### config.mk
export PLATFORM = sky130hd
export DESIGN_NAME = htd_result_q
export DESIGN_NICKNAME = d
export VERILOG_FILES = /design/src/rtl/htd_pkg.sv /design/src/rtl/htd_result_q.sv
export SDC_FILE = /design/constraint.sdc
export NUM_CORES = 1
export LEC_CHECK = 0
export BUFFER_PORTS_ARGS = -buffer_cell sky130_fd_sc_hd__buf_2
export CORE_ASPECT_RATIO = 0.8
export CORE_MARGIN = 5
export CORE_UTILIZATION = 45
export CTS_BUF_LIST = sky130_fd_sc_hd__clkbuf_8
export CTS_CLUSTER_SIZE = 40
export DETAILED_ROUTE_END_ITERATION = 8
export PLACE_DENSITY = 0.73
export SLEW_MARGIN = 15
export SYNTH_ARGS = -nofsm -noshare
export SYNTH_HDL_FRONTEND = slang
export SYNTH_SLANG_ARGS = --single-unit
### constraint.sdc
create_clock -name clk -period 1.5 [get_ports clk]
set_clock_uncertainty 0.1 [all_clocks]
set_input_delay 0.375 -clock clk [delete_from_list [all_inputs] [get_ports clk]]
set_output_delay 0.375 -clock clk [all_outputs]
set_load 0.005 [all_outputs]
### src/rtl/htd_pkg.sv
// ----------------------------------------------------------------------------
// htd_pkg
// Shared constants and types for the Huffman tree decoder.
// ----------------------------------------------------------------------------
package htd_pkg;

  // Default sizes
  localparam int MAX_CODE_LEN_DEF = 16;
  localparam int NODE_COUNT_DEF   = 512;

  // Field widths
  localparam int SYM_W       = 8;
  localparam int CODE_BITS_W = 16;
  localparam int CODE_LEN_W  = 5;
  localparam int STATUS_W    = 2;
  localparam int IN_TDATA_W  = 40;
  localparam int OUT_TDATA_W = 16;

  // Operation kinds (tuser)
  localparam logic OP_LOAD   = 1'b0;
  localparam logic OP_DECODE = 1'b1;

  // Result status codes
  localparam logic [STATUS_W-1:0] ST_OK      = 2'd0;
  localparam logic [STATUS_W-1:0] ST_MISSING = 2'd1;
  localparam logic [STATUS_W-1:0] ST_FULL    = 2'd2;

  typedef struct packed {
    logic [SYM_W-1:0]    sym;
    logic [STATUS_W-1:0] status;
  } res_t;

  // Sequencer to result stage
  typedef struct packed {
    logic push;    // new result into hold slot
    logic flush;   // hold slot out, marked last
    logic direct;  // result straight out, marked last
    res_t res;
  } res_ctl_t;

endpackage

### src/rtl/htd_result_q.sv
// ----------------------------------------------------------------------------
// htd_result_q
// Hold slot plus output register; the hold slot lets the last result of a
// byte be tagged once the byte is done.
// ----------------------------------------------------------------------------
module htd_result_q (
  input  logic                                clk,
  input  logic                                rst,
  input  htd_pkg::res_ctl_t                   ctl,
  output logic                                out_free,
  output logic                                m_axis_tvalid,
  input  logic                                m_axis_tready,
  output logic [htd_pkg::OUT_TDATA_W-1:0]     m_axis_tdata,  // [7:0] symbol_out, [9:8] status
  output logic                                m_axis_tlast
);
  import htd_pkg::*;

  logic hold_valid;
  res_t hold;
  res_t out_res;

  assign out_free     = !m_axis_tvalid || m_axis_tready;
  assign m_axis_tdata = {{(OUT_TDATA_W - SYM_W - STATUS_W){1'b0}}, out_res.status, out_res.sym};

  // Controls are only raised while out_free is high
  always_ff @(posedge clk) begin
    if (rst) begin
      m_axis_tvalid <= 1'b0;
      hold_valid    <= 1'b0;
    end else begin
      if (m_axis_tvalid && m_axis_tready) begin
        m_axis_tvalid <= 1'b0;
      end
      if (ctl.push) begin
        if (hold_valid) begin
          out_res       <= hold;
          m_axis_tlast  <= 1'b0;
          m_axis_tvalid <= 1'b1;
        end
        hold       <= ctl.res;
        hold_valid <= 1'b1;
      end
      if (ctl.flush) begin
        if (hold_valid) begin
          out_res       <= hold;
          m_axis_tlast  <= 1'b1;
          m_axis_tvalid <= 1'b1;
        end
        hold_valid <= 1'b0;
      end
      if (ctl.direct) begin
        out_res       <= ctl.res;
        m_axis_tlast  <= 1'b1;
        m_axis_tvalid <= 1'b1;
      end
    end
  end

endmodule

==> impl_metrics.yaml, run 1 <==
die:
  core_area_um2: 2140
  floorplan.initialDensity: 0.464
  die_height_um: 52.0
  num_rows: 15
  io_pins: 35
  die_w_um: 62.5
  die_area_um2: 3250
global_routing:
  overflow: 0
  antenna_found_initial: 0
  grt_max_degree: 14
  grt_pass1_vias: 716
  grt_pass1_wl_um: 3280
  grt_usage: 0.130
power:
  p_per_area_nw_per_um2: 1080
  p_leak_nw: 0.512
  ir_drop_mv: 0.767
  total_power_mw: 1.30
synth:
  synthFlopType: "edfxtp_1"
  synth_cell_type_count: 20
  synth_area_um2: 993
  ys_seq_elements: 23
  synthCells: 75
  ys_warn_count: 0
  seq_area_frac_synth: 0.675
  async_flop_share: 0
  synth_edf_count: 21
  synth.avg_cell_area_um2: 13.2
final_layout:
  nFillCells: 198
  fin_cells: 133
  mostFrequentLayoutCells: "buf_2 (28), edfxtp_1 (21), nand2_1 (11)"
  design_area_um2: 1200
  final_util: 0.562
  multi_input_area_um2: 262
  regArea_um2: 671
  diodes: 0
  final_common_cell: "buf_2"
  drive_gt1_frac: 0.370
  areaGrowthSynthToFinish_pct: 21.0
  fin_nets: 125
run:
  cap_violations: 0
hold_path:
  hp-class: "input pin to flip-flop"
clock_network:
  cts-root-buf: "clkbuf_8"
  insertion_delay_ns: 0.26
  path_clk_slew_ns: 0.08
  cts_buffer_depth: 2
  cts_tree: "done"
  clock-sinks: 23
  numCtsBuffers: 3
  cts-resized-gates: 0
  hold_buffers: 0
  cts-htree-levels: 1
  post_cts_buffers: 0
route:
  vias: 704
  viasPerCell: 5.29
  drt_iter0_drc: 16
  wl_per_cell_um: 15.5
  final_antenna_net_count: 0
  drc: 0
  dr.pass1.iters: 4
  drt-total-wl_um: 2070
timing:
  setup_viol: 0
  max_clock_freq_mhz: 746
  hold_viol: 0
  fin_crit_ns: 1.34
  maxSlewViolCount: 0
  fin_tns_setup_ns: 0
  period_share: 0.894
  rsz0062_at_grt: "no"
critical_path:
  path_max_fanout: 10
  criticalPathCategory: "flip-flop to flip-flop"
  reg2reg_depth: 3
  r2r_slack_ns: 0.16
  crit_start: "hold_valid"
  cp-start-kind: "flip-flop"
  end_kind: "flip-flop"
  cp.depth: 3
  critPathArrivalTime_ns: 1.36
  r2r-start: "hold_valid"
  required_ns: 1.52
  crit_end: "m_axis_tdata[3]"
  crit_chain: "o21a_1, a21oi_1, a2bb2oi_1"
  critPathSlowestCell: "dfxtp_1"
  slowest_delay_ns: 0.41
  path_buf_inv: 0
  cpLargestDelayFamily: "compound AO/OA/AOI/OAI gates"
  r2r_end: "m_axis_tdata[3]"
place:
  dpl.cell_count: 129
  port_buffers: 28
  placed_area_um2: 1160
  hpwl_um: 1530
  place_congestion: 0.723
outcome:
  status: "complete, no violations"
-- worst min path at each step --
stage | start | slack [ns] | endpoint | depth (start not counted)
after global placement | m_axis_tvalid | 0.40 | m_axis_tvalid | 2
after CTS | ctl[1] | 0.20 | hold[1] | 1
after global routing | ctl[1] | 0.19 | hold[1] | 1
after floorplan | rst | 0.34 | m_axis_tvalid | 1
final | ctl[7] | 0.20 | hold[7] | 1
after detailed placement | m_axis_tvalid | 0.40 | m_axis_tvalid | 2
-- state kept, by name, indices dropped and copies added (netlist names) --
name	count
hold_valid	1
m_axis_tvalid	1
hold	10
m_axis_tlast	1
m_axis_tdata	10
-- cells in the mapped netlist, drive strengths merged, types with 2 or more instances --
cell type,number,area share
edfxtp,21,0.63
nand2,11,0.042
a21oi,10,0.050
a2bb2oi,10,0.094
buf,9,0.069
dfxtp,2,0.040
inv,2,0.0076
-- logic make-up (layout without fill, tap and decap cells) --
logic type             count (synthesis)  in the layout  share of synthesized area
other                                  1              6                    0.00377
buffers and inverters                 12             40                     0.0806
flip-flops                            23             23                      0.675
AO/OA/AOI/OAI                         24             24                      0.178
AND/OR/NAND/NOR                       15             15                     0.0630
-- per-stage QoR --
| step | hold slack [ns] | worst slack (ns) |
|---|---|---|
| CTS | 0.196 | 0.174 |
| detailed placement | 0.404 | -0.00548 |
| floorplan | 0.344 | 0.140 |
| global route | 0.189 | 0.0717 |
| global placement | 0.399 | 0.0355 |
| finish | 0.200 | 0.160 |
-- cell type report --
cell class,instances,share of cell area
Clock inverter,1,0.00416
Tap cell,25,0.0260
Timing Repair Buffer,34,0.154
Multi-Input combinational cell,45,0.217
Sequential cell,23,0.558
Clock buffer,3,0.0343
Inverter,2,0.00624
-- metal layers --
metal,track usage,vias to the layer above,share of wire
li1,-,332,-
met1,0.150,336,0.42
met2,0.226,34,0.46
met3,0.0497,2,0.10
met4,0.0424,0,0.0063
met5,0,-,0
-- where the power goes --
| part | switching (mW) | leakage, nW | internal [mW] |
|---|---|---|---|
| clock network | 0.190 | 0.0255 | 0.185 |
| registers | 0.0177 | 0.215 | 0.751 |
| logic | 0.0797 | 0.271 | 0.0726 |
| total | 0.287 | 0.512 | 1.01 |
-- worst reg2reg max path, cell delays in order, from the launching register on --
cell	delay [ns]
dfxtp_1	0.41
o21a_1	0.40
a21oi_1	0.15
a2bb2oi_1	0.14
Power figures use the tool's default switching activity.
==> inputs of run 2 (changes only) <==
Settings changed: REMOVE_ABC_BUFFERS set to 1.
Clock period 1.5 ns to 1.45 ns, I/O delays scaled along.
==> run 2 against run 1 <==
  * Global-route usage about the same
  * Worst hold slack got worse by 0.013 ns
  * Design area increased by 0.62%
  * Routed wire length fell by 6.6%
  * Critical path type unchanged
==> impl_metrics.yaml, run 2 (synthesis gave the netlist of run 1 again) <==
critical_path:
  cp-start-kind: "flip-flop"
  required_ns: 1.46
  crit_chain: "o21a_1, a21oi_1, a2bb2oi_1"
  slowest_delay_ns: 0.41
  r2r-start: "hold_valid"
  criticalPathCategory: "flip-flop to flip-flop"
  end_kind: "flip-flop"
  reg2reg_depth: 3
  crit_start: "hold_valid"
  critPathSlowestCell: "dfxtp_1"
  path_max_fanout: 10
  critPathArrivalTime_ns: 1.34
clock_network:
  cts-htree-levels: 1
  hold_buffers: 0
  cts-root-buf: "clkbuf_8"
  cts_tree: "done"
  cts-resized-gates: 0
  post_cts_buffers: 0
  cts_buffer_depth: 2
  numCtsBuffers: 3
  clock-sinks: 23
  insertion_delay_ns: 0.26
  path_clk_slew_ns: 0.08
route:
  drc: 0
  drt-total-wl_um: 1930
  wl_per_cell_um: 14.4
  dr.pass1.iters: 4
  drt_iter0_drc: 25
  vias: 674
  final_antenna_net_count: 0
  viasPerCell: 5.03
power:
  p_per_area_nw_per_um2: 1110
  p_leak_nw: 0.516
  ir_drop_mv: 0.920
  total_power_mw: 1.34
die:
  floorplan.initialDensity: 0.464
  die_w_um: 62.5
  die_height_um: 52.0
  core_area_um2: 2140
  die_area_um2: 3250
  io_pins: 35
  num_rows: 15
global_routing:
  grt_pass1_vias: 671
  antenna_found_initial: 0
  grt_max_degree: 14
  grt_pass1_wl_um: 3220
  overflow: 0
  grt_usage: 0.130
final_layout:
  fin_cells: 134
  diodes: 0
  nFillCells: 198
  mostFrequentLayoutCells: "buf_2 (28), edfxtp_1 (21), nand2_1 (11)"
  final_common_cell: "buf_2"
  fin_nets: 126
  drive_gt1_frac: 0.376
  areaGrowthSynthToFinish_pct: 21.8
place:
  port_buffers: 28
  place_congestion: 0.732
  hpwl_um: 1430
  place_ws_ns: -0.00321
  dpl.cell_count: 130
timing:
  maxSlewViolCount: 0
  rsz0062_at_grt: "no"
  setup_viol: 0
  max_clock_freq_mhz: 753
  fin_crit_ns: 1.33
  setup_ws_ns: 0.122
  hold_viol: 0
  period_share: 0.916
outcome:
  status: "complete, no violations"
hold_path:
  min_path_cells: 1
  min-delay-start: "ctl[8]"
  hp-class: "input pin to flip-flop"
run:
  cap_violations: 0
run 2: cell count changes in the layout (fill, tap and decap cells not counted):
| cell | change |
|---|---|
| buf_4 | +1 |
run 2: through the flow:
| step | area, um2 | utilization | hold WS [ns] | setup TNS, ns |
|---|---|---|---|---|
| finish | 1210 | 0.565 | 0.187 | 0 |
| global route | 1210 | 0.565 | 0.167 | 0 |
| CTS | 1210 | 0.565 | 0.181 | 0 |
| detailed placement | 1160 | 0.544 | 0.418 | -0.00321 |
| global placement | 1160 | 0.544 | 0.403 | 0 |
| floorplan | 940 | - | 0.332 | 0 |
run 2: worst paths after layout:
| check | endpoint | slack (ns) |
|---|---|---|
| setup / recovery | m_axis_tdata[5] | 0.12 |
| setup reg to reg | m_axis_tdata[5] | 0.12 |
| hold / removal | hold[8] | 0.19 |
| hold reg to reg | m_axis_tvalid | 0.42 |
run 2: critical path, delay by kind of cell, from the launching register on:
kind	cells	cell delay (ns)
flops	1	0.41
compound gates	3	0.66
run 2: report_power, final:
| part | total (mW) | leakage (nW) | internal (mW) | switching (mW) |
|---|---|---|---|---|
| registers | 0.795 | 0.215 | 0.777 | 0.0184 |
| clock network | 0.393 | 0.0255 | 0.192 | 0.202 |
| logic | 0.157 | 0.276 | 0.0768 | 0.0798 |
| total | 1.34 | 0.516 | 1.05 | 0.300 |
run 2: cell type report:
type / instances / area (um2) / area share
tap: 25 / 31.3 / 0.0259
sequential: 23 / 671 / 0.554
multi-input combinational: 45 / 262 / 0.216
inverter: 2 / 7.51 / 0.00620
timing repair buffer: 35 / 193 / 0.159
clock inverter: 1 / 5.00 / 0.00414
clock buffer: 3 / 41.3 / 0.0341
run 2: routing by layer:
layer	share of wire	track usage
met4	0.0067	0.0424
met5	0	0
met2	0.45	0.195
met3	0.11	0.0583
met1	0.43	0.168
==> inputs of run 3 (changes only) <==
Settings changed: SETUP_SLACK_MARGIN set to 0.5.
==> run 3 against run 2 <==
  * Register-to-register slack improved by 0.17 ns
  * Non-clock buffer count increased by 11
  * Clock power about the same
  * First-iteration DRC count grew 32%
  * Clock-buffer cell count did not move
  * Global-route usage up 4.2 points
==> impl_metrics.yaml, run 3 (synthesis gave the netlist of run 1 again) <==
place:
  place_ws_ns: -0.00321
  place_congestion: 0.732
  placed_area_um2: 1160
  port_buffers: 28
  hpwl_um: 1430
die:
  die_height_um: 52.0
  die_w_um: 62.5
  die_area_um2: 3250
  io_pins: 35
  floorplan.initialDensity: 0.464
  core_area_um2: 2140
  num_rows: 15
power:
  ir_drop_mv: 0.953
  p_per_area_nw_per_um2: 956
  p_leak_nw: 0.611
global_routing:
  grt_max_degree: 14
  grt_usage: 0.172
  grt_pass1_wl_um: 4180
  grt_pass1_vias: 815
  antenna_found_initial: 0
  overflow: 0
timing:
  maxSlewViolCount: 0
  max_clock_freq_mhz: 777
  rsz0062_at_grt: "yes"
  period_share: 0.888
  hold_viol: 0
  setup_viol: 0
  fin_hold_ws_ns: 0.187
  setup_ws_ns: 0.163
  fin_crit_ns: 1.29
critical_path:
  required_ns: 0.99
  criticalPathCategory: "flip-flop to output port"
  critPathSlowestCell: "edfxtp_1"
  path_max_fanout: 2
  cpLargestDelayFamily: "flip-flops"
  end_kind: "output port"
  path_buf_inv: 1
  slowest_delay_ns: 0.41
  cp-start-kind: "flip-flop"
  critPathArrivalTime_ns: 0.82
  r2r_slack_ns: 0.29
  crit_chain: "buf_2"
route:
  drt-total-wl_um: 2650
  wl_per_cell_um: 18.0
  viasPerCell: 5.40
  drt_iter0_drc: 33
  drc: 0
  final_antenna_net_count: 0
  vias: 794
  dr.pass1.iters: 4
clock_network:
  hold_buffers: 0
  insertion_delay_ns: 0.27
  cts-root-buf: "clkbuf_8"
  cts_buffer_depth: 2
  numCtsBuffers: 3
  cts_tree: "done"
  cts-htree-levels: 1
  path_clk_slew_ns: 0.08
  clock-sinks: 23
final_layout:
  final_util: 0.715
  design_area_um2: 1530
  drive_gt1_frac: 0.656
  fin_nets: 139
  nFillCells: 152
  areaGrowthSynthToFinish_pct: 54.0
  final_common_cell: "buf_2"
  mostFrequentLayoutCells: "buf_2 (25), edfxtp_1 (21), buf_6 (11)"
  diodes: 0
outcome:
  status: "complete, no violations"
run:
  cap_violations: 0
hold_path:
  hp-class: "input pin to flip-flop"
-- run 3: final timing paths --
| check | start | endpoint | cells past startpoint |
|---|---|---|---|
| max | m_axis_tdata[2] | m_axis_tdata[2] | 1 |
| min | ctl[2] | hold[2] | 1 |
| max reg2reg | m_axis_tlast | m_axis_tlast | 2 |
| min reg2reg | hold[6] | m_axis_tdata[4] | 2 |
-- run 3: timing repair --
action	4_1_cts	5_1_grt
buffers inserted	6	4
resized for setup	38	17
pin swaps	19	3
setup endpoints to repair	35	35
gates cloned	3	0
-- run 3: cell type report --
class / instances / area, um2 / share of cell area
clock inverters: 1 / 5.00 / 0.00327
well taps: 25 / 31.3 / 0.0204
clock buffers: 3 / 41.3 / 0.0270
inverters: 2 / 11.3 / 0.00736
repair buffers: 46 / 332 / 0.217
flip-flops and latches: 23 / 676 / 0.442
multi-input cells: 46 / 427 / 0.279
repair inverters: 1 / 7.51 / 0.00491
-- run 3: per-stage QoR --
step	TNS (ns)	instances	power, mW
finish	0	147	1.46
global route	0	147	1.53
CTS	0	143	1.42
detailed placement	-0.00321	130	0.969
global placement	0	130	0.962
floorplan	0	70	0.880
-- run 3: layer usage --
| metal | up-vias | share of wire | GRT usage |
|---|---|---|---|
| li1 | 363 | - | - |
| met1 | 384 | 0.42 | 0.212 |
| met2 | 41 | 0.49 | 0.291 |
| met3 | 6 | 0.079 | 0.0583 |
| met4 | 0 | 0.017 | 0.0459 |
| met5 | - | 0 | 0 |
-- run 3: power breakdown --
part,switching [mW],total (mW),internal (mW)
logic,0.127,0.264,0.138
registers,0.0268,0.804,0.777
clock network,0.203,0.394,0.192
