<file path="src/rtl/htd_pkg.sv">
// ----------------------------------------------------------------------------
// htd_pkg
// Shared constants and types for the Huffman tree decoder.
// ----------------------------------------------------------------------------
package htd_pkg;

  // Default sizes
  localparam int MAX_CODE_LEN_DEF = 16;
  localparam int NODE_COUNT_DEF   = 512;

  // Field widths
  localparam int SYM_W       = 8;
  localparam int CODE_BITS_W = 16;
  localparam int CODE_LEN_W  = 5;
  localparam int STATUS_W    = 2;
  localparam int IN_TDATA_W  = 40;
  localparam int OUT_TDATA_W = 16;

  // Operation kinds (tuser)
  localparam logic OP_LOAD   = 1'b0;
  localparam logic OP_DECODE = 1'b1;

  // Result status codes
  localparam logic [STATUS_W-1:0] ST_OK      = 2'd0;
  localparam logic [STATUS_W-1:0] ST_MISSING = 2'd1;
  localparam logic [STATUS_W-1:0] ST_FULL    = 2'd2;

  typedef struct packed {
    logic [SYM_W-1:0]    sym;
    logic [STATUS_W-1:0] status;
  } res_t;

  // Sequencer to result stage
  typedef struct packed {
    logic push;    // new result into hold slot
    logic flush;   // hold slot out, marked last
    logic direct;  // result straight out, marked last
    res_t res;
  } res_ctl_t;

endpackage

</file>
<file path="src/rtl/htd_walk_seq.sv">
// ----------------------------------------------------------------------------
// htd_walk_seq
// Tree walk sequencer: steps one code or data bit at a time through the
// node store, allocating nodes on loads and emitting symbols on decodes.
// ----------------------------------------------------------------------------
module htd_walk_seq #(
  parameter int MAX_CODE_LEN = htd_pkg::MAX_CODE_LEN_DEF,
  parameter int NODE_COUNT   = htd_pkg::NODE_COUNT_DEF,
  parameter int AW           = $clog2(NODE_COUNT),
  parameter int DW           = 2 * AW + htd_pkg::SYM_W
) (
  input  logic                              clk,
  input  logic                              rst,
  // item in
  input  logic                              in_valid,
  output logic                              ready,
  input  logic                              op,
  input  logic [htd_pkg::SYM_W-1:0]         code_symbol,
  input  logic [htd_pkg::CODE_BITS_W-1:0]   code_bits,
  input  logic [htd_pkg::CODE_LEN_W-1:0]    code_len,
  input  logic [7:0]                        data_byte,
  // result stage
  input  logic                              out_free,
  output htd_pkg::res_ctl_t                 res_ctl,
  // node store
  output logic                              wr_en,
  output logic [AW-1:0]                     wr_addr,
  output logic [DW-1:0]                     wr_data,
  output logic                              rd_en,
  output logic [AW-1:0]                     rd_addr,
  input  logic [DW-1:0]                     rd_data
);
  import htd_pkg::*;

  localparam int LW = $clog2(MAX_CODE_LEN + 1);
  localparam int UW = $clog2(NODE_COUNT + 1);

  typedef enum logic [2:0] {
    S_IDLE,
    S_D_FETCH,
    S_D_WALK,
    S_D_CHECK,
    S_D_FLUSH,
    S_L_WALK,
    S_L_NEW
  } state_t;

  state_t            state;
  logic [AW-1:0]     walk_node;
  logic [AW-1:0]     node;
  logic [UW-1:0]     nodes_used;
  logic              fresh;
  logic [2:0]        bit_cnt;
  logic [7:0]        byte_r;
  logic [SYM_W-1:0]  code_sym_r;
  logic [CODE_BITS_W-1:0] code_bits_r;
  logic [LW-1:0]     len_i;
  logic [AW-1:0]     root_left;
  logic [AW-1:0]     root_right;
  logic [SYM_W-1:0]  root_sym;

  logic [AW-1:0]     rd_left;
  logic [AW-1:0]     rd_right;
  logic [SYM_W-1:0]  rd_sym;
  logic [AW-1:0]     sel_node;
  logic [AW-1:0]     cur_left;
  logic [AW-1:0]     cur_right;
  logic [SYM_W-1:0]  cur_sym;
  logic [AW-1:0]     child_d;
  logic [CODE_BITS_W-1:0] code_sh;
  logic              ld_bit;
  logic [AW-1:0]     link_l;
  logic              leaf;
  logic              full;
  logic [AW-1:0]     new_idx;
  logic [LW-1:0]     len_sat;
  logic              go;

  assign ready = (state == S_IDLE);
  assign go    = out_free;

  // Row fields from the store
  assign {rd_left, rd_right, rd_sym} = rd_data;
  assign leaf = (rd_left == '0) && (rd_right == '0);

  // Current node row: root in registers, fresh node all zero, else store
  assign sel_node = (state == S_L_WALK) ? node : walk_node;
  always_comb begin
    if (sel_node == '0) begin
      cur_left  = root_left;
      cur_right = root_right;
      cur_sym   = root_sym;
    end else if (fresh) begin
      cur_left  = '0;
      cur_right = '0;
      cur_sym   = '0;
    end else begin
      cur_left  = rd_left;
      cur_right = rd_right;
      cur_sym   = rd_sym;
    end
  end

  // Branch selection for both walks
  assign child_d = byte_r[7] ? cur_right : cur_left;
  assign code_sh = code_bits_r >> (len_i - LW'(1));
  assign ld_bit  = code_sh[0];
  assign link_l  = ld_bit ? cur_right : cur_left;
  assign full    = (nodes_used >= UW'(NODE_COUNT));
  assign new_idx = nodes_used[AW-1:0];
  assign len_sat = (32'(code_len) > MAX_CODE_LEN) ? LW'(MAX_CODE_LEN) : LW'(code_len);

  // Store access and result controls
  always_comb begin
    wr_en   = 1'b0;
    wr_addr = node;
    wr_data = '0;
    rd_en   = 1'b0;
    rd_addr = walk_node;
    res_ctl = '0;
    unique case (state)
      S_D_FETCH: begin
        rd_en = go && (walk_node != '0);
      end
      S_D_WALK: begin
        rd_addr = child_d;
        if (go) begin
          if (child_d == '0) begin
            res_ctl.push   = 1'b1;
            res_ctl.res    = '{sym: '0, status: ST_MISSING};
          end else begin
            rd_en = 1'b1;
          end
        end
      end
      S_D_CHECK: begin
        if (go && leaf) begin
          res_ctl.push = 1'b1;
          res_ctl.res  = '{sym: rd_sym, status: ST_OK};
        end
      end
      S_D_FLUSH: begin
        res_ctl.flush = go;
      end
      S_L_WALK: begin
        rd_addr = link_l;
        if (go) begin
          if (len_i == '0) begin
            wr_en   = (node != '0);
            wr_data = {cur_left, cur_right, code_sym_r};
          end else if (link_l != '0) begin
            rd_en = 1'b1;
          end else if (full) begin
            res_ctl.direct = 1'b1;
            res_ctl.res    = '{sym: '0, status: ST_FULL};
          end else begin
            wr_en   = (node != '0);
            wr_data = ld_bit ? {cur_left, new_idx, cur_sym} : {new_idx, cur_right, cur_sym};
          end
        end
      end
      S_L_NEW: begin
        wr_en   = go;
        wr_addr = new_idx;
        wr_data = '0;
      end
      default: begin
      end
    endcase
  end

  // Sequencer
  always_ff @(posedge clk) begin
    if (rst) begin
      state      <= S_IDLE;
      walk_node  <= '0;
      nodes_used <= UW'(1);
      fresh      <= 1'b0;
      root_left  <= '0;
      root_right <= '0;
      root_sym   <= '0;
    end else begin
      unique case (state)
        S_IDLE: begin
          if (in_valid) begin
            fresh <= 1'b0;
            if (op == OP_DECODE) begin
              byte_r  <= data_byte;
              bit_cnt <= '0;
              state   <= S_D_FETCH;
            end else begin
              code_sym_r  <= code_symbol;
              code_bits_r <= code_bits;
              len_i       <= len_sat;
              node        <= '0;
              state       <= S_L_WALK;
            end
          end
        end
        S_D_FETCH: begin
          if (go) begin
            state <= S_D_WALK;
          end
        end
        S_D_WALK: begin
          if (go) begin
            if (child_d == '0) begin
              // missing branch: restart at root, keep walking the byte
              walk_node <= '0;
              bit_cnt   <= bit_cnt + 3'd1;
              byte_r    <= {byte_r[6:0], 1'b0};
              state     <= (bit_cnt == 3'd7) ? S_D_FLUSH : S_D_WALK;
            end else begin
              node  <= child_d;
              state <= S_D_CHECK;
            end
          end
        end
        S_D_CHECK: begin
          if (go) begin
            walk_node <= leaf ? '0 : node;
            bit_cnt   <= bit_cnt + 3'd1;
            byte_r    <= {byte_r[6:0], 1'b0};
            state     <= (bit_cnt == 3'd7) ? S_D_FLUSH : S_D_WALK;
          end
        end
        S_D_FLUSH: begin
          if (go) begin
            state <= S_IDLE;
          end
        end
        S_L_WALK: begin
          if (go) begin
            if (len_i == '0) begin
              if (node == '0) begin
                root_sym <= code_sym_r;
              end
              fresh <= 1'b0;
              state <= S_IDLE;
            end else if (link_l != '0) begin
              node  <= link_l;
              fresh <= 1'b0;
              len_i <= len_i - LW'(1);
            end else if (full) begin
              fresh <= 1'b0;
              state <= S_IDLE;
            end else begin
              if (node == '0) begin
                if (ld_bit) begin
                  root_right <= new_idx;
                end else begin
                  root_left <= new_idx;
                end
              end
              state <= S_L_NEW;
            end
          end
        end
        S_L_NEW: begin
          if (go) begin
            node       <= new_idx;
            nodes_used <= nodes_used + UW'(1);
            fresh      <= 1'b1;
            len_i      <= len_i - LW'(1);
            state      <= S_L_WALK;
          end
        end
        default: begin
          state <= S_IDLE;
        end
      endcase
    end
  end

endmodule

</file>
<file path="config.mk">
export PLATFORM = sky130hd
export DESIGN_NAME = htd_walk_seq
export DESIGN_NICKNAME = d
export VERILOG_FILES = /design/src/rtl/htd_pkg.sv /design/src/rtl/htd_walk_seq.sv
export SDC_FILE = /design/constraint.sdc
export NUM_CORES = 1
export LEC_CHECK = 0
export BUFFER_PORTS_ARGS = -buffer_cell sky130_fd_sc_hd__buf_4
export CORE_ASPECT_RATIO = 0.7
export CORE_MARGIN = 3
export CORE_UTILIZATION = 50
export CTS_CLUSTER_SIZE = 30
export DETAILED_ROUTE_END_ITERATION = 8
export PLACE_DENSITY_LB_ADDON = 0.25
export SKIP_CTS_REPAIR_TIMING = 1
export SLEW_MARGIN = 10
export SYNTH_ARGS = -nofsm -noshare
export SYNTH_HDL_FRONTEND = slang
export SYNTH_SLANG_ARGS = --single-unit
</file>
<file path="constraint.sdc">
create_clock -name clk -period 5.2 [get_ports clk]
set_input_delay 1.04 -clock clk [delete_from_list [all_inputs] [get_ports clk]]
set_output_delay 1.04 -clock clk [all_outputs]
set_load 0.005 [all_outputs]
</file>
==> reports/results.md, run 1 <==
### Floorplanning
- 51.94% — starting utilization of the core area
- 128 — total I/O pin count
- 32 — FP Rows
- 11130 um^2 — core area
- 95.97 um — y dimension of the die
- 12910 um^2 — area of the die
- 134.5 um — horizontal die dimension

### Route
- 18.95 um — Wirelength per Cell
- 16500 um — final routed wirelength across all metal layers
- 5126 — overall via count from detail_route
- 5 — detailed-routing iteration count for the pre-antenna-repair pass
- 5.885 — number of vias per cell
- 473 — Initial DRC Count
- 0 — antenna viol nets, final
- 0 — total DRC errors in the routed layout

### STA
- 0 ns — final setup TNS
- 0 — Fin. Hold Viols
- 0.01040 ns — skew final
- 0 — final slew viol count
- 0 — endpoints failing setup
- 4.899 ns — min Tclk post-route
- 1.136 ns — Least-Margin Pin Slew
- 94.21% — final period utilization
- 24.07% — worst-case headroom to the max-slew limit
- false — RSZ-0062 raised after global routing
- 204.1 MHz — maximum clock frequency
- 0.4948 ns — final worst hold slack

### Setup path
- 3.86 ns — arrival time worst endpoint
- inv_1 -> nor3_4 -> buf_4 -> mux2i_4 -> buf_4 -> mux2i_1 -> nor2_1 -> and3_1 -> or2_2 -> buf_4 — worst path cell trace
- buffers and inverters — delay-heaviest family, CP
- 4 — Buffers & Inverters on Critical Path
- walk_node[7]$_SDFFE_PP0P_ — capturing point of the worst reg2reg path
- 4.16 ns — required arrival time at the worst endpoint
- output port — Worst setup EP type
- res_ctl[12] — end of the critical path
- state[2]$_SDFFE_PP0P_ — worst reg2reg path startpoint
- 10 — Levels on crit path
- 25 — largest fanout of any net on the critical path
- sky130_fd_sc_hd__dfxtp_1 — cell with the largest stage delay on the worst path
- reg -> out — Crit Path Class
- state[2]$_SDFFE_PP0P_ — launch point of the critical path
- 0.61 ns — CP max stage delay
- 1.27 ns — setup slack, reg-to-reg
- flip-flop — element type at the critical path start
- 9 — Worst Reg2Reg Path Length in Cells
- sky130_fd_sc_hd__buf_4 — CP most frequent cell

### CTS
- 3 — count of H-tree levels built during CTS
- 0.34 ns — Clk Latency, worst-skew pair
- 98 — Sink Count
- 2 — Clock Path Buffers
- 9 — TritonCTS buffer count
- sky130_fd_sc_hd__clkbuf_16 — clock root cell
- 0.07 ns — clock transition time at the flip-flop clock pins of the worst setup and hold paths
- yes — clock tree from TritonCTS

### Pwr
- 1.031 mW — Switch Pwr
- 37.12% — switching fraction of total power
- 3.456 nW — leak pwr
- 39.3% — power share of the combinational group
- 1.747 mW — Cell Int Power
- 387.7 nW/um^2 — power density relative to cell area
- 24.2% — power share of the clock group
- 36.6% — part of the power in registers
- 0.2499 mV — IR drop worst, VDD

### Yosys
- 0 — Synth warnings
- 676 — number of nets produced by synthesis
- sky130_fd_sc_hd__edfxtp_1 — dominant register cell in the synthesized netlist
- 5782 um^2 — area of the mapped netlist
- 49 — number of flops mapped to enable cells by yosys
- 42.42% — sequential share of the synthesized area
- 98 — flip-flop and latch count after synthesis
- 56 — distinct cell type count of the synthesized netlist
- 603 — number of instances in the synthesized netlist
- 0% — fraction of synthesis flops using an asynchronous set or reset pin
- 9.588 um^2 — average size of a mapped cell

### GRT
- 35.99% — met2 capacity usage during global routing
- 39 — largest net degree at the start of global routing
- 0 — remaining global-route overflow
- 35.53% — M1 GR Usage
- 25.10% — total global routing track utilization
- 8.412% — routing usage on met3
- 25250 um — wire length of the first global-routing pass
- 4936 — vias in the first global route
- met2 — grt peak-use layer
- 0 — initial antenna violation count

### Cells and area
- 0 — n_diodes
- 2452 um^2 — sequential cell area
- 23.91% — Area Growth Syn to Fin
- 24.79% — share of final-layout standard cells stronger than drive strength 1
- 786 — count of nets after finishing
- 954 — filler instances
- 3077 um^2 — area of the multi-input gates

### Status
- completed — outcome

### Placement
- 0.9213 — gp weighted congestion
- 127 — count of input and output buffers
- 12400 um — HPWL after DPL

### Worst hold path
- root_left[1]$_SDFFE_PP0P_ — Hold Startpoint
- reg -> reg — worst hold path type

### Job
- 0 — MaxCap Viol Count

[worst min-delay path by stage]
stage / end / slack (ns) / cells after the start
finish: root_left[1]$_SDFFE_PP0P_ / 0.49 / 1
global route: root_left[1]$_SDFFE_PP0P_ / 0.51 / 1
CTS: root_left[8]$_SDFFE_PP0P_ / 0.49 / 1
detailed placement: root_left[8]$_SDFFE_PP0P_ / 0.48 / 1
global placement: root_right[7]$_SDFFE_PP0P_ / 0.48 / 2
floorplan: root_right[0]$_SDFFE_PP0P_ / 0.46 / 2
[sequential cells by signal (all words and copies together) (netlist names), 3 cells and up]
| register | cells |
|---|---|
| root_right | 9 |
| code_bits_r | 16 |
| root_left | 9 |
| len_i | 5 |
| state | 3 |
| byte_r | 8 |
| code_sym_r | 8 |
| root_sym | 8 |
| nodes_used | 10 |
| node | 9 |
| bit_cnt | 3 |
| walk_node | 9 |
[routing by layer]
metal,up-vias,share of wire [%]
met2,252,42
met5,-,0.26
met1,2433,46
li1,2420,-
met3,19,11
met4,2,1.2
[metrics by stage]
step	power, mW	util [%]	instances	instance area (um^2)	setup slack (ns)
final	2.778	64.37	871	7164	0.3009
after detailed placement	2.103	61.65	855	6862	0.7993
after CTS	2.770	64.37	871	7164	0.4023
after floorplan	1.758	-	603	5782	0.6937
after global routing	2.924	64.37	871	7164	0.1191
after global placement	2.082	61.65	855	6862	0.8598
[power by group through the flow]
| stage | combinational, mW | clock [mW] | sequential [mW] |
|---|---|---|---|
| 2_1_floorplan | 0.783 | 0 | 0.974 |
| 3_3_place_gp | 1.06 | 0 | 1.02 |
| 3_5_place_dp | 1.08 | 0 | 1.03 |
| 4_1_cts | 1.08 | 0.678 | 1.01 |
| 5_1_grt | 1.19 | 0.709 | 1.02 |
| 6_report | 1.09 | 0.671 | 1.02 |
[cells in the mapped netlist (3+ instances only)]
master | n | area, um^2
sky130_fd_sc_hd__ha_1 | 5 | 62.56
sky130_fd_sc_hd__nand2_1 | 83 | 311.6
sky130_fd_sc_hd__a21o_1 | 18 | 135.1
sky130_fd_sc_hd__a22o_1 | 18 | 157.7
sky130_fd_sc_hd__nor4_1 | 13 | 81.33
sky130_fd_sc_hd__nor3_1 | 7 | 35.03
sky130_fd_sc_hd__a31oi_1 | 5 | 31.28
sky130_fd_sc_hd__or4_1 | 3 | 22.52
sky130_fd_sc_hd__or3_1 | 4 | 25.02
sky130_fd_sc_hd__nor2b_1 | 22 | 137.6
sky130_fd_sc_hd__clkbuf_1 | 26 | 97.59
sky130_fd_sc_hd__buf_2 | 8 | 40.04
sky130_fd_sc_hd__nor2_1 | 46 | 172.7
sky130_fd_sc_hd__nand3_1 | 6 | 30.03
sky130_fd_sc_hd__xnor2_1 | 9 | 78.83
sky130_fd_sc_hd__o311ai_0 | 8 | 70.07
sky130_fd_sc_hd__nor4b_1 | 5 | 43.79
sky130_fd_sc_hd__o2bb2ai_2 | 9 | 135.1
sky130_fd_sc_hd__a21oi_1 | 23 | 115.1
sky130_fd_sc_hd__o21ai_0 | 21 | 105.1
sky130_fd_sc_hd__o211a_1 | 19 | 190.2
sky130_fd_sc_hd__mux4_1 | 3 | 78.83
sky130_fd_sc_hd__and2_1 | 20 | 125.1
sky130_fd_sc_hd__inv_1 | 27 | 101.4
sky130_fd_sc_hd__dfxtp_1 | 49 | 980.9
sky130_fd_sc_hd__edfxtp_1 | 49 | 1471
sky130_fd_sc_hd__mux2i_1 | 60 | 600.6
[cell type report]
class | instances | area share, %
clock buffer | 11 | 3.563
clock inverter | 5 | 0.6636
inverter | 28 | 1.467
multi-input combinational | 438 | 42.94
sequential | 98 | 34.23
tap | 153 | 2.672
timing repair buffer | 138 | 14.46
[placed cells by master, fill, tap and decap left out, types with 18 or more instances in the layout]
master,n
sky130_fd_sc_hd__a21o_1,18
sky130_fd_sc_hd__a21oi_1,23
sky130_fd_sc_hd__a22o_1,18
sky130_fd_sc_hd__and2_1,20
sky130_fd_sc_hd__buf_4,138
sky130_fd_sc_hd__dfxtp_1,49
sky130_fd_sc_hd__edfxtp_1,49
sky130_fd_sc_hd__inv_1,27
sky130_fd_sc_hd__mux2i_1,59
sky130_fd_sc_hd__nand2_1,83
sky130_fd_sc_hd__nor2_1,46
sky130_fd_sc_hd__nor2b_1,22
sky130_fd_sc_hd__o211a_1,19
sky130_fd_sc_hd__o21ai_0,21
[logic make-up (layout without fill, tap and decap cells)]
| group | count (synthesis) | in the layout | share of synthesized area [%] |
|---|---|---|---|
| and+or+nand+nor | 220 | 220 | 18.68 |
| AOI/OAI and AO/OA | 137 | 137 | 18.78 |
| DFF | 98 | 98 | 42.42 |
| buffers and inverters | 67 | 182 | 4.804 |
| muxes | 66 | 66 | 12.59 |
| xor gates and xnor gates | 10 | 10 | 1.645 |
| adders and majority gates | 5 | 5 | 1.082 |
(Power assumes the default switching activity.)
==> run 2, diff against run 1 <==
--- a/config.mk
+++ b/config.mk
@@ -8,7 +8,7 @@
 export BUFFER_PORTS_ARGS = -buffer_cell sky130_fd_sc_hd__buf_4
 export CORE_ASPECT_RATIO = 0.7
 export CORE_MARGIN = 3
-export CORE_UTILIZATION = 50
+export CORE_UTILIZATION = 25
 export CTS_CLUSTER_SIZE = 30
 export DETAILED_ROUTE_END_ITERATION = 8
 export PLACE_DENSITY_LB_ADDON = 0.25
==> run 2 against run 1 <==
Non-clock buffer count increased by 5; critical path depth is 1 higher; highest routed layer is now met4; sequential share of layout area down 1.3 points; utilization shrank 31 points; global-route usage fell by 9.5 points; total power increased by 5.2%; via count shrank 1.3%; count of clock-buffer cells in the layout shrank 1; final cell count up 18%; maximum frequency rose by 1.1%; final area is 3.8% higher; sequential power about the same.
==> reports/results.md, run 2 (synthesis gave the netlist of run 1 again) <==
### Status
- completed — outcome, unchanged

### Floorplanning
- 128 — total I/O pin count, unchanged
- 45 — FP Rows, was 32
- 133.2 um — y dimension of the die, was 95.97 um
- 26.06% — starting utilization of the core area, was 51.94%
- 22180 um^2 — core area, was 11130 um^2
- 187.8 um — horizontal die dimension, was 134.5 um
- 25020 um^2 — area of the die, was 12910 um^2

### CTS
- yes — clock tree from TritonCTS, unchanged
- sky130_fd_sc_hd__clkbuf_16 — clock root cell, unchanged
- 0.08 ns — clock transition time at the flip-flop clock pins of the worst setup and hold paths, was 0.07 ns
- 3 — count of H-tree levels built during CTS, unchanged
- 0.36 ns — Clk Latency, worst-skew pair, was 0.34 ns
- 9 — TritonCTS buffer count, unchanged
- 2 — Clock Path Buffers, unchanged
- 98 — Sink Count, unchanged

### STA
- 34.09% — worst-case headroom to the max-slew limit, was 24.07%
- 0.3526 ns — worst setup margin, was 0.3009 ns
- 0 — final slew viol count, unchanged
- 93.22% — final period utilization, was 94.21%
- 0 ns — final setup TNS, unchanged
- 0.9805 ns — Least-Margin Pin Slew, was 1.136 ns
- 206.3 MHz — maximum clock frequency, was 204.1 MHz
- false — RSZ-0062 raised after global routing, unchanged
- 4.847 ns — min Tclk post-route, was 4.899 ns
- 0.01302 ns — skew final, was 0.01040 ns
- 0 — Fin. Hold Viols, unchanged
- 0 — endpoints failing setup, unchanged

### Cells and area
- 33.54% — end-of-flow core utilization, was 64.37%
- 16 — max reg flops, unchanged
- 25.17% — share of final-layout standard cells stronger than drive strength 1, was 24.79%
- 2383 — filler instances, was 954
- 791 — count of nets after finishing, was 786
- code_bits_r x16, nodes_used x10 — top flop regs, unchanged
- sky130_fd_sc_hd__buf_4 — most common library cell in the layout ignoring fill and taps, unchanged
- 7440 um^2 — Non-Filler Cell Area, Final, was 7164 um^2
- 2452 um^2 — sequential cell area, unchanged
- 143 x sky130_fd_sc_hd__buf_4, 83 x sky130_fd_sc_hd__nand2_1, 59 x sky130_fd_sc_hd__mux2i_1 — top library cells by usage in the layout, fill and taps aside, was 138 x sky130_fd_sc_hd__buf_4, 83 x sky130_fd_sc_hd__nand2_1, 59 x sky130_fd_sc_hd__mux2i_1
- 3085 um^2 — area of the multi-input gates, was 3077 um^2
- code_bits_r — register name with the most flops, unchanged
- 0 — n_diodes, unchanged
- 28.67% — Area Growth Syn to Fin, was 23.91%

### GRT
- 15.57% — total global routing track utilization, was 25.10%
- 4879 — vias in the first global route, was 4936
- 0 — initial antenna violation count, unchanged
- 39 — largest net degree at the start of global routing, unchanged
- 0 — remaining global-route overflow, unchanged
- 30320 um — wire length of the first global-routing pass, was 25250 um

### Placement
- 14790 um — HPWL after DPL, was 12400 um
- 0.6234 ns — Post-Place Worst Slack, was 0.7993 ns
- 7089 um^2 — Area after DPL, was 6862 um^2
- 127 — count of input and output buffers, unchanged
- 0.8854 — gp weighted congestion, was 0.9213

### Route
- 327 — Initial DRC Count, was 473
- 4.922 — number of vias per cell, was 5.885
- 0 — total DRC errors in the routed layout, unchanged
- 19.14 um — Wirelength per Cell, was 18.95 um
- 5060 — overall via count from detail_route, was 5126
- 19680 um — final routed wirelength across all metal layers, was 16500 um
- 0 — antenna viol nets, final, unchanged
- 5 — detailed-routing iteration count for the pre-antenna-repair pass, unchanged

### Setup path
- len_i[0]$_DFFE_PP_ — worst reg2reg path startpoint, was state[2]$_SDFFE_PP0P_
- len_i[0]$_DFFE_PP_ — launch point of the critical path, was state[2]$_SDFFE_PP0P_
- reg -> out — Crit Path Class, unchanged
- 23 — largest fanout of any net on the critical path, was 25
- flip-flop — element type at the critical path start, unchanged
- 3.81 ns — arrival time worst endpoint, was 3.86 ns
- 4.16 ns — required arrival time at the worst endpoint, about the same
- output port — Worst setup EP type, unchanged

### Job
- 0 — MaxCap Viol Count, unchanged

### Worst hold path
- root_left[4]$_SDFFE_PP0P_ — Hold Startpoint, was root_left[1]$_SDFFE_PP0P_
- reg -> reg — worst hold path type, unchanged

### Pwr
- 3.490 nW — leak pwr, was 3.456 nW
- 392.6 nW/um^2 — power density relative to cell area, was 387.7 nW/um^2
- 2.921 mW — overall power after layout, was 2.778 mW
- 0.1868 mV — IR drop worst, VDD, was 0.2499 mV

-- run 2: area by class of cell --
cell class / instances / area share (%)
clock buffers: 10 / 3.078
clock inverters: 6 / 1.514
inverters: 28 / 1.413
multi-input cells: 438 / 41.47
flip-flops and latches: 98 / 32.96
well taps: 305 / 5.129
repair buffers: 143 / 14.43
-- run 2: final timing paths --
| kind | end | slack (ns) | depth (start not counted) |
|---|---|---|---|
| hold reg to reg | root_left[4]$_SDFFE_PP0P_ | 0.49 | 1 |
| setup reg to reg | root_left[1]$_SDFFE_PP0P_ | 1.40 | 9 |
| setup / recovery | wr_data[5] | 0.35 | 11 |
| hold / removal | root_left[4]$_SDFFE_PP0P_ | 0.49 | 1 |
-- run 2: per-layer routing --
layer	vias to the layer above	wire (um)	global-route usage [%]
met5	-	0	0
met3	13	1473	4.419
met4	0	187	2.624
li1	2428	-	-
met2	197	7477	20.17
met1	2422	10540	25.08
-- run 2: critical path, cell delays in order (launching register included) --
cell and delay [ns]:
sky130_fd_sc_hd__edfxtp_1 0.43, sky130_fd_sc_hd__inv_1 0.12, sky130_fd_sc_hd__ha_1 0.44, sky130_fd_sc_hd__mux4_1 0.59
sky130_fd_sc_hd__mux2i_1 0.17, sky130_fd_sc_hd__o32a_1 0.20, sky130_fd_sc_hd__buf_4 0.37, sky130_fd_sc_hd__o2111ai_1 0.25
sky130_fd_sc_hd__o211ai_4 0.33, sky130_fd_sc_hd__buf_4 0.26, sky130_fd_sc_hd__o211a_1 0.16, sky130_fd_sc_hd__buf_4 0.10
-- run 2: per-stage QoR --
step | std cells | hold slack (ns)
detailed placement | 1012 | 0.4782
CTS | 1028 | 0.4906
global placement | 1012 | 0.4746
finish | 1028 | 0.4910
global route | 1028 | 0.5101
floorplan | 603 | 0.4585
-- run 2: report_power, final --
group | total [mW] | switching (mW) | internal, mW
clock network | 0.787 | 0.314 | 0.473
logic | 1.12 | 0.678 | 0.446
registers | 1.01 | 0.0893 | 0.921
